[config.mk]
export PLATFORM = sky130hd
export DESIGN_NAME = raw_pcm_to_s16_converter
export DESIGN_NICKNAME = d
export VERILOG_FILES = /design/src/hdl/rpcm_pkg.sv /design/src/hdl/raw_pcm_to_s16_converter.sv
export SDC_FILE = /design/constraint.sdc
export NUM_CORES = 1
export LEC_CHECK = 0
export ABC_AREA = 1
export BUFFER_PORTS_ARGS = -buffer_cell sky130_fd_sc_hd__buf_2
export CORE_MARGIN = 2
export CORE_UTILIZATION = 45
export CTS_BUF_LIST = sky130_fd_sc_hd__clkbuf_4
export CTS_CLUSTER_DIAMETER = 200
export CTS_CLUSTER_SIZE = 10
export DETAILED_ROUTE_END_ITERATION = 8
export MAX_ROUTING_LAYER = met4
export REMOVE_ABC_BUFFERS = 1
export SLEW_MARGIN = 20
export SYNTH_ARGS = -nofsm -noshare
export SYNTH_HDL_FRONTEND = slang
export SYNTH_SLANG_ARGS = --single-unit
[constraint.sdc]
create_clock -name clk -period 8.15 [get_ports clk]
set_input_delay 0 -clock clk [delete_from_list [all_inputs] [get_ports clk]]
set_output_delay 0 -clock clk [all_outputs]
set_load 0.005 [all_outputs]
[src/hdl/rpcm_pkg.sv]
// Package with shared types, codes and constants of the raw PCM to s16 converter.
`timescale 1ns / 1ps
`default_nettype none

package rpcm_pkg;

    localparam int unsigned AddrWidth = 5;
    localparam int unsigned DataWidth = 32;

    localparam logic [2:0] REG_SAMPLE_RATE   = 3'd0;
    localparam logic [2:0] REG_CHANNEL_COUNT = 3'd1;
    localparam logic [2:0] REG_SAMPLE_FORMAT = 3'd2;
    localparam logic [2:0] REG_BYTE_LENGTH   = 3'd3;
    localparam logic [2:0] REG_LOOP_START    = 3'd4;
    localparam logic [2:0] REG_LOOP_END      = 3'd5;

    localparam logic [1:0] STATUS_OK          = 2'd0;
    localparam logic [1:0] STATUS_UNSUPPORTED = 2'd1;
    localparam logic [1:0] STATUS_MALFORMED   = 2'd2;

    localparam logic signed [6:0] FMT_U8   = 7'sd8;
    localparam logic signed [6:0] FMT_S8   = -7'sd8;
    localparam logic signed [6:0] FMT_P16  = 7'sd16;
    localparam logic signed [6:0] FMT_N16  = -7'sd16;
    localparam logic signed [6:0] FMT_P32  = 7'sd32;
    localparam logic signed [6:0] FMT_N32  = -7'sd32;

    localparam logic [1:0] BPS_LOG_1 = 2'd0;
    localparam logic [1:0] BPS_LOG_2 = 2'd1;
    localparam logic [1:0] BPS_LOG_4 = 2'd2;

    localparam logic [7:0] UNSIGNED_FLIP = 8'h80;

    localparam logic [31:0]       RESET_SAMPLE_RATE   = 32'd0;
    localparam logic [7:0]        RESET_CHANNEL_COUNT = 8'd1;
    localparam logic signed [6:0] RESET_SAMPLE_FORMAT = 7'sd16;
    localparam logic [31:0]       RESET_BYTE_LENGTH   = 32'd0;
    localparam logic [31:0]       RESET_LOOP_START    = 32'hffff_ffff;
    localparam logic [31:0]       RESET_LOOP_END      = 32'hffff_ffff;

    typedef struct packed {
        logic [1:0]  status;
        logic [1:0]  bps_log;
        logic        signed8;
        logic [31:0] frames;
        logic        looped;
        logic [31:0] lstart;
        logic [31:0] lend;
    } cfg_eval_t;

endpackage

`default_nettype wire

[src/hdl/raw_pcm_to_s16_converter.sv]
// Top level of the raw PCM byte stream to signed 16-bit sample converter.
//
//  Channel   Direction  Handshake               Payload
//  input     in         in_valid / in_ready     data_byte
//  output    out        out_valid / out_ready   sample_value, sample_valid, status,
//                                               last_sample, has_loop, loop_start_frame,
//                                               loop_end_frame, frame_count
//  config    in         APB psel / penable      paddr, pwrite, pwdata, prdata, pready
//
// One byte is accepted per clock cycle while in_ready is high; its result is valid once the
// byte has moved from the input register into the result register.
// The configuration check is registered once per cycle from the register file.
// Reset returns the registers to their defaults and empties both stages.
// While out_ready is low the result holds and one more item waits in the input register.
`timescale 1ns / 1ps
`default_nettype none

module raw_pcm_to_s16_converter
    import rpcm_pkg::*;
(
    input  wire logic                 clk,
    input  wire logic                 rst_n,

    input  wire logic                 in_valid,
    output logic                      in_ready,
    input  wire logic [7:0]           data_byte,

    output logic                      out_valid,
    input  wire logic                 out_ready,
    output logic signed [15:0]        sample_value,
    output logic                      sample_valid,
    output logic [1:0]                status,
    output logic                      last_sample,
    output logic                      has_loop,
    output logic [31:0]               loop_start_frame,
    output logic [31:0]               loop_end_frame,
    output logic [31:0]               frame_count,

    input  wire logic                 psel,
    input  wire logic                 penable,
    input  wire logic                 pwrite,
    input  wire logic [AddrWidth-1:0] paddr,
    input  wire logic [DataWidth-1:0] pwdata,
    output logic [DataWidth-1:0]      prdata,
    output logic                      pready
);

    logic [31:0]       sample_rate_reg;
    logic [7:0]        channel_count_reg;
    logic signed [6:0] sample_format_reg;
    logic [31:0]       byte_length_reg;
    logic [31:0]       loop_start_reg;
    logic [31:0]       loop_end_reg;

    logic       cfg_write;
    logic [2:0] cfg_index;

    cfg_eval_t eval_reg;
    cfg_eval_t eval_next;

    logic       s1_valid_reg;
    logic       s1_valid_next;
    logic [7:0] s1_byte_reg;

    logic [1:0]  byte_phase_reg;
    logic [1:0]  byte_phase_next;
    logic [7:0]  held_low_byte_reg;
    logic [7:0]  held_low_byte_next;
    logic [32:0] bytes_seen_reg;
    logic [32:0] bytes_seen_next;

    logic              out_valid_reg;
    logic signed [15:0] sample_value_reg;
    logic              sample_valid_reg;
    logic [1:0]        status_reg;
    logic              last_sample_reg;
    logic              has_loop_reg;
    logic [31:0]       loop_start_frame_reg;
    logic [31:0]       loop_end_frame_reg;
    logic [31:0]       frame_count_reg;

    logic              advance;
    logic              step;
    logic              produce;
    logic              state_update;
    logic signed [15:0] res_value;
    logic              res_valid;
    logic [1:0]        res_status;
    logic              res_last;
    logic              res_loop;
    logic [31:0]       res_lstart;
    logic [31:0]       res_lend;
    logic [31:0]       res_frames;

    // Configuration port.

    assign pready    = 1'b1;
    assign cfg_write = psel && penable && pwrite && pready;
    assign cfg_index = paddr[AddrWidth-1:2];

    always_ff @(posedge clk or negedge rst_n)
    begin
        if (!rst_n)
        begin
            sample_rate_reg   <= RESET_SAMPLE_RATE;
            channel_count_reg <= RESET_CHANNEL_COUNT;
            sample_format_reg <= RESET_SAMPLE_FORMAT;
            byte_length_reg   <= RESET_BYTE_LENGTH;
            loop_start_reg    <= RESET_LOOP_START;
            loop_end_reg      <= RESET_LOOP_END;
        end
        else if (cfg_write)
        begin
            unique case (cfg_index)
                REG_SAMPLE_RATE:   sample_rate_reg   <= pwdata;
                REG_CHANNEL_COUNT: channel_count_reg <= pwdata[7:0];
                REG_SAMPLE_FORMAT: sample_format_reg <= signed'(pwdata[6:0]);
                REG_BYTE_LENGTH:   byte_length_reg   <= pwdata;
                REG_LOOP_START:    loop_start_reg    <= pwdata;
                REG_LOOP_END:      loop_end_reg      <= pwdata;
                default:
                begin
                end
            endcase
        end
    end

    always_comb
    begin
        unique case (cfg_index)
            REG_SAMPLE_RATE:   prdata = sample_rate_reg;
            REG_CHANNEL_COUNT: prdata = {24'd0, channel_count_reg};
            REG_SAMPLE_FORMAT: prdata = {25'd0, sample_format_reg};
            REG_BYTE_LENGTH:   prdata = byte_length_reg;
            REG_LOOP_START:    prdata = loop_start_reg;
            REG_LOOP_END:      prdata = loop_end_reg;
            default:           prdata = '0;
        endcase
    end

    // Configuration check, registered every cycle.

    always_comb
    begin
        logic        fmt_ok;
        logic        chan_ok;
        logic        chan2;
        logic [1:0]  bps_log;
        logic [1:0]  shift;
        logic        rem_bad;
        logic [31:0] frames;
        logic        ls_neg;
        logic        le_neg;
        logic        le_to_end;
        logic [31:0] le_eff;
        logic        loop_err;

        eval_next = '0;
        fmt_ok  = (sample_format_reg == FMT_U8) || (sample_format_reg == FMT_S8) ||
                  (sample_format_reg == FMT_P16) || (sample_format_reg == FMT_N16) ||
                  (sample_format_reg == FMT_P32) || (sample_format_reg == FMT_N32);
        chan_ok = (channel_count_reg == 8'd1) || (channel_count_reg == 8'd2);
        chan2   = (channel_count_reg == 8'd2);

        if ((sample_format_reg == FMT_U8) || (sample_format_reg == FMT_S8))
        begin
            bps_log = BPS_LOG_1;
        end
        else if ((sample_format_reg == FMT_P16) || (sample_format_reg == FMT_N16))
        begin
            bps_log = BPS_LOG_2;
        end
        else
        begin
            bps_log = BPS_LOG_4;
        end

        shift = bps_log + {1'b0, chan2};
        unique case (shift)
            2'd0:    rem_bad = 1'b0;
            2'd1:    rem_bad = byte_length_reg[0];
            2'd2:    rem_bad = |byte_length_reg[1:0];
            default: rem_bad = |byte_length_reg[2:0];
        endcase
        frames = byte_length_reg >> shift;

        ls_neg    = loop_start_reg[31];
        le_neg    = loop_end_reg[31];
        le_to_end = !ls_neg && (loop_end_reg == 32'hffff_ffff);
        le_eff    = le_to_end ? frames : loop_end_reg;
        loop_err  = ls_neg || (le_neg && !le_to_end) || (loop_start_reg >= frames) ||
                    (le_eff > frames) || (loop_start_reg >= le_eff);

        eval_next.bps_log = bps_log;
        eval_next.signed8 = (sample_format_reg == FMT_S8);

        if ((sample_rate_reg == 32'd0) || !chan_ok || !fmt_ok)
        begin
            eval_next.status = STATUS_UNSUPPORTED;
        end
        else if ((byte_length_reg == 32'd0) || rem_bad)
        begin
            eval_next.status = STATUS_MALFORMED;
        end
        else if (ls_neg && le_neg)
        begin
            eval_next.status = STATUS_OK;
            eval_next.frames = frames;
        end
        else if (loop_err)
        begin
            eval_next.status = STATUS_MALFORMED;
        end
        else
        begin
            eval_next.status = STATUS_OK;
            eval_next.frames = frames;
            eval_next.looped = 1'b1;
            eval_next.lstart = loop_start_reg;
            eval_next.lend   = le_eff;
        end
    end

    always_ff @(posedge clk or negedge rst_n)
    begin
        if (!rst_n)
        begin
            eval_reg <= '0;
        end
        else
        begin
            eval_reg <= eval_next;
        end
    end

    // Input register.

    assign advance  = !out_valid_reg || out_ready;
    assign in_ready = !s1_valid_reg || advance;
    assign step     = s1_valid_reg && advance;

    always_comb
    begin
        if (in_valid && in_ready)
        begin
            s1_valid_next = 1'b1;
        end
        else if (advance)
        begin
            s1_valid_next = 1'b0;
        end
        else
        begin
            s1_valid_next = s1_valid_reg;
        end
    end

    always_ff @(posedge clk or negedge rst_n)
    begin
        if (!rst_n)
        begin
            s1_valid_reg <= 1'b0;
        end
        else
        begin
            s1_valid_reg <= s1_valid_next;
        end
    end

    always_ff @(posedge clk)
    begin
        if (in_valid && in_ready)
        begin
            s1_byte_reg <= data_byte;
        end
    end

    // Sample assembly.

    always_comb
    begin
        logic [1:0]  bps_mask;
        logic [1:0]  phase;
        logic        overrun;
        logic [32:0] seen;

        bps_mask = 2'b00;
        unique case (eval_reg.bps_log)
            BPS_LOG_1: bps_mask = 2'b00;
            BPS_LOG_2: bps_mask = 2'b01;
            default:   bps_mask = 2'b11;
        endcase
        phase   = byte_phase_reg & bps_mask;
        overrun = bytes_seen_reg >= {1'b0, byte_length_reg};
        seen    = bytes_seen_reg + 33'd1;

        byte_phase_next    = (phase + 2'd1) & bps_mask;
        held_low_byte_next = held_low_byte_reg;
        bytes_seen_next    = seen;
        state_update       = 1'b0;

        produce    = 1'b0;
        res_value  = '0;
        res_valid  = 1'b0;
        res_status = eval_reg.status;
        res_last   = 1'b0;
        res_loop   = eval_reg.looped;
        res_lstart = eval_reg.lstart;
        res_lend   = eval_reg.lend;
        res_frames = eval_reg.frames;

        if (eval_reg.status != STATUS_OK)
        begin
            produce    = 1'b1;
            res_loop   = 1'b0;
            res_lstart = '0;
            res_lend   = '0;
            res_frames = '0;
        end
        else if (overrun)
        begin
            produce    = 1'b1;
            res_status = STATUS_MALFORMED;
        end
        else
        begin
            state_update = 1'b1;
            res_last     = (seen == {1'b0, byte_length_reg});
            if (eval_reg.bps_log == BPS_LOG_1)
            begin
                produce   = 1'b1;
                res_valid = 1'b1;
                res_value = eval_reg.signed8 ? signed'({s1_byte_reg, 8'd0})
                                             : signed'({s1_byte_reg ^ UNSIGNED_FLIP, 8'd0});
            end
            else if (phase == bps_mask - 2'd1)
            begin
                held_low_byte_next = s1_byte_reg;
            end
            else if (phase == bps_mask)
            begin
                produce   = 1'b1;
                res_valid = 1'b1;
                res_value = signed'({s1_byte_reg, held_low_byte_reg});
            end
        end
    end

    always_ff @(posedge clk or negedge rst_n)
    begin
        if (!rst_n)
        begin
            byte_phase_reg    <= '0;
            held_low_byte_reg <= '0;
            bytes_seen_reg    <= '0;
        end
        else if (cfg_write && (cfg_index <= REG_LOOP_END))
        begin
            byte_phase_reg    <= '0;
            held_low_byte_reg <= '0;
            bytes_seen_reg    <= '0;
        end
        else if (step && state_update)
        begin
            byte_phase_reg    <= byte_phase_next;
            held_low_byte_reg <= held_low_byte_next;
            bytes_seen_reg    <= bytes_seen_next;
        end
    end

    // Result register.

    always_ff @(posedge clk or negedge rst_n)
    begin
        if (!rst_n)
        begin
            out_valid_reg <= 1'b0;
        end
        else if (advance)
        begin
            out_valid_reg <= s1_valid_reg && produce;
        end
    end

    always_ff @(posedge clk)
    begin
        if (step && produce)
        begin
            sample_value_reg     <= res_value;
            sample_valid_reg     <= res_valid;
            status_reg           <= res_status;
            last_sample_reg      <= res_last;
            has_loop_reg         <= res_loop;
            loop_start_frame_reg <= res_lstart;
            loop_end_frame_reg   <= res_lend;
            frame_count_reg      <= res_frames;
        end
    end

    assign out_valid        = out_valid_reg;
    assign sample_value     = sample_value_reg;
    assign sample_valid     = sample_valid_reg;
    assign status           = status_reg;
    assign last_sample      = last_sample_reg;
    assign has_loop         = has_loop_reg;
    assign loop_start_frame = loop_start_frame_reg;
    assign loop_end_frame   = loop_end_frame_reg;
    assign frame_count      = frame_count_reg;

endmodule

`default_nettype wire

==> results.md <==
Run status:
- The flow ran to the end, and the final reports show no timing, DRC or antenna violations.

Logic synthesis:
- Yosys mapped a number of flops with a built-in enable equal to 125.
- In the synthesized netlist the dominant register cell turns out to be dfrtp_1.
- Summing the sequential cell areas from Yosys gives between 50% and 60% of the chip area.
- The number of distinct library cell variants in the gate-level netlist after synthesis is 49.
- The number of warning messages in the yosys log is 0.
- Summing every instance area after synthesis gives between 20,000 and 25,000 sq um.
- After synthesis, the cell types taking the most area are dfrtp_1, edfxtp_1, dfstp_2.
- The area share of the leading cell type in the synthesized netlist is roughly a quarter.
- Counting flops and latches in the post-synthesis netlist gives just over 400.
- The cell type contributing the most total cell area after synthesis is dfrtp_1.
- Counting flops with an async set or reset pin after synthesis yields a share of between 60% and 70%.
- The average size of a mapped cell is ~8.8 sq um.
- Synthesis produced approximately 2,400 cells.

Critical path:
- The end of the worst register-to-register path is eval_reg[101].
- By startpoint and endpoint, the worst setup path is classified as reg -> reg.
- The start of the worst register-to-register path is sample_format_reg[4].
- The maximum fanout encountered on the critical timing path is between 60 and 70.
- In this design, the critical path's most frequently occurring cell is nand2_1.
- The slowest stage of the critical path is the dfstp_2 cell.
- STA classifies the critical path endpoint as a flop.
- Measured in cells, the most critical reg-to-reg path has a length of 28.
- The startpoint type of the worst setup path is a flop.
- For the worst setup path, the data required time is approximately 9 ns.
- The reg2reg setup slack is 2.24 ns.
- The arrival time of data at the critical path endpoint is 6.63 ns.
- On the worst path, the slowest cell contributes a delay of about 0.59 ns.

CTS:
- The insertion delay of the later-clocked pin in the worst-skew pair is roughly 0.87 ns.
- The number of setup buffers added after CTS is 0.
- Gates resized during post-CTS repair numbered 0.
- The H-tree depth is 2.
- The tree is rooted in a clkbuf_4.
- In this run, CTS created clock tree buffers numbering 47.
- The clock passes through at most 3 buffers.
- The clock input transition at the sequential cells of the worst setup and hold paths is 0.12 ns.
- The hold buffer count at CTS is roughly 110.
- CTS saw 415 sinks.
- The TritonCTS clock tree is done.

Routing:
- The routed design uses just under 30 mm of met2 wire.
- In this run the remaining antenna-violating nets after routing total 0.
- For this block, the routed nets add up to 64.4 mm of wire.
- The number of design rule violations left after detail routing is 0.
- Wire segments on met3 add up to 4.02 mm in the final route.
- The number of vias after detailed routing is 17,900.
- For this block, wires on met1 add up to 28.1 mm.
- The wire length per cell after detailed routing is roughly 19 microns.
- The detailed router's first-iteration violation count is between 1,500 and 2,000.
- The highest routed metal layer is met4.
- In the routed layout, each cell is associated on average with a via count of between 5 and 6.
- The number of search-and-repair iterations in the first detailed-routing pass is 6.

Finish:
- Leaving out fill and tap cells, the most frequent cells in the layout are inv_1, nand2_1, o21ai_0.
- The final net count is 2,915.
- The register with the most flip-flops in the layout has 102 of them.
- The finished cells cover around 25,000 sq um.
- Cells with a size suffix above 1 make up between 15 and 20% of the layout.
- The number of fill cells is 4,476.
- The library cell used most frequently in the layout, excluding fill and tap cells, is inv_1.
- The area growth from synthesis to layout is 16.1%.

STA:
- The minimum clock period is around 6 ns.
- The worst path meets setup with 2.24 ns of slack.
- Between clock sinks in the finished design, the worst skew comes to ~0.070 ns.
- In this run the tightest slew margin relative to its limit is 28.6%.
- The slew at the pin with the worst max-slew slack is ~1.1 ns.
- The number of hold violations in the final report is 0.
- The highest clock frequency the design can meet is 0.169 GHz.
- The total negative slack is 0 ns.
- The number of pins with negative max-slew slack in the final report is 0.
- The final clock period utilization by the worst path is approximately 72%.
- Setup violations remaining at the end of the flow were counted as 0.
- Setup repair after global routing left no endpoint under its margin.

Place:
- After detailed placement, the total cell area comes to ~23,000 sq um.
- The post-detailed-placement half-perimeter wirelength is approximately 46 mm.
- The last weighted congestion value of the routability-driven placer is just over 0.9.
- The number of I/O port buffers is 200.
- The post-placement setup slack is 2.44 ns.

Hold path:
- The worst hold path terminates at channel_count_reg[2].
- The launch point of the worst hold path is pwdata[2].
- The path class of the tightest hold or removal check is in -> reg.
- The cell count of the worst hold path is 4.

Die:
- The die covers slightly below 50,000 sq um.
- In this run the standard cell core region covers approximately 47,000 sq um.
- Measured along the x axis, the die boundary spans between 200 and 250 microns.
- Once the floorplan was initialized, standard cells occupied roughly 45% of the core.
- The boundary pin count is slightly above 200.
- The cell row count is 80.
- The height of the die is around 220 microns.

Global routing:
- Entering global routing, the biggest net connects around 140 pins.
- Summed over all layers, the global routing overflow is 0.
- The first global-routing pass estimated approximately 99 mm of wire.
- The number of global-route vias before repair is between 15,000 and 20,000.
- The global-route usage over all layers is between 20% and 30%.
- The number of antenna violations at the first check in global routing is 3.

Power and ir drop:
- The highest ir drop seen on vdd is 130 uV.
- The analysis attributes to cell leakage a power of 11.4 nW.
- The power per cell area is between 200 and 250 nW/um^2.

Job:
- Across the run, the number of max-cap violations was 0.
-- where the power goes --
group	switching [mW]	internal (mW)	total [mW]
combinational	1.20	0.616	1.82
sequential	0.183	2.46	2.64
clock	0.745	0.523	1.27
total	2.13	3.60	5.72
-- synth_stat cells (3+ instances only) --
library cell  count
a211oi_1          7
a21oi_1         181
a22oi_1           7
buf_1             4
buf_2             4
buf_6             6
clkbuf_1         72
dfrtp_1         224
dfstp_2          66
edfxtp_1        125
ha_1            127
inv_1           429
nand2_1         367
nand2_2           4
nand3_1          56
nand4_1          42
nor2_1          211
nor2_2           59
nor3_1           29
nor4_1           23
o211ai_1          8
o21ai_0         226
o21ai_1          14
o21bai_1          3
o22ai_1          62
xor2_1           53
-- worst max path at each step --
stage	startpoint	end	slack, ns
after floorplan	eval_reg[100]	frame_count[0]	0.30
after global placement	sample_format_reg[4]	eval_reg[101]	2.43
after detailed placement	sample_format_reg[4]	eval_reg[101]	2.44
after CTS	sample_format_reg[4]	eval_reg[101]	2.40
after global routing	sample_format_reg[4]	eval_reg[101]	1.66
final	sample_format_reg[4]	eval_reg[101]	2.24
-- through the flow --
step	hold WS [ns]	power [mW]	cells	util (%)
floorplan	-0.296	3.77	2358	-
CTS	0.00408	5.73	3389	52.6
global route	0.0318	6.09	3392	52.7
detailed placement	0.109	4.42	3192	48.8
global placement	0.0996	4.37	3192	48.8
finish	0.0615	5.72	3392	52.7
-- final cells by class --
type | instances | area (sq um) | area share, %
inverters | 432 | 1620 | 6.49
flip-flops and latches | 415 | 11100 | 44.4
multi-input cells | 1511 | 8480 | 34.0
clock buffers | 84 | 631 | 2.52
repair buffers | 329 | 2310 | 9.23
clock inverters | 4 | 75.1 | 0.300
well taps | 615 | 769 | 3.08
diodes | 2 | 5.00 | 0.0200
-- cells by family (layout without fill, tap and decap cells) --
| logic type | Yosys count | count (layout) | share of synthesized area [%] |
|---|---|---|---|
| buffers and inverters | 519 | 849 | 9.30 |
| AND/OR/NAND/NOR | 808 | 808 | 16.6 |
| adder cells (fa/ha/maj) | 127 | 127 | 7.38 |
| XOR/XNOR | 53 | 53 | 2.16 |
| AO/OA/AOI/OAI | 521 | 521 | 13.0 |
| other | 2 | 4 | 0.0349 |
| flip-flops | 415 | 415 | 51.5 |
-- per-layer routing --
layer / vias to the layer above / track usage [%]
met5: - / -
met4: 0 / 9.81
met3: 142 / 4.44
met2: 557 / 42.2
met1: 8561 / 35.1
li1: 8617 / -
-- worst max-delay path: cells and delay by family, from the launching register on --
| kind | cells | cell delay, ns |
|---|---|---|
| adder cells (fa/ha/maj) | 2 | 0.57 |
| buffers and inverters | 7 | 1.22 |
| AO/OA/AOI/OAI | 7 | 1.90 |
| AND/OR/NAND/NOR | 12 | 1.51 |
| flip-flops | 1 | 0.59 |
Note: power is estimated with default switching activity, not from simulation.
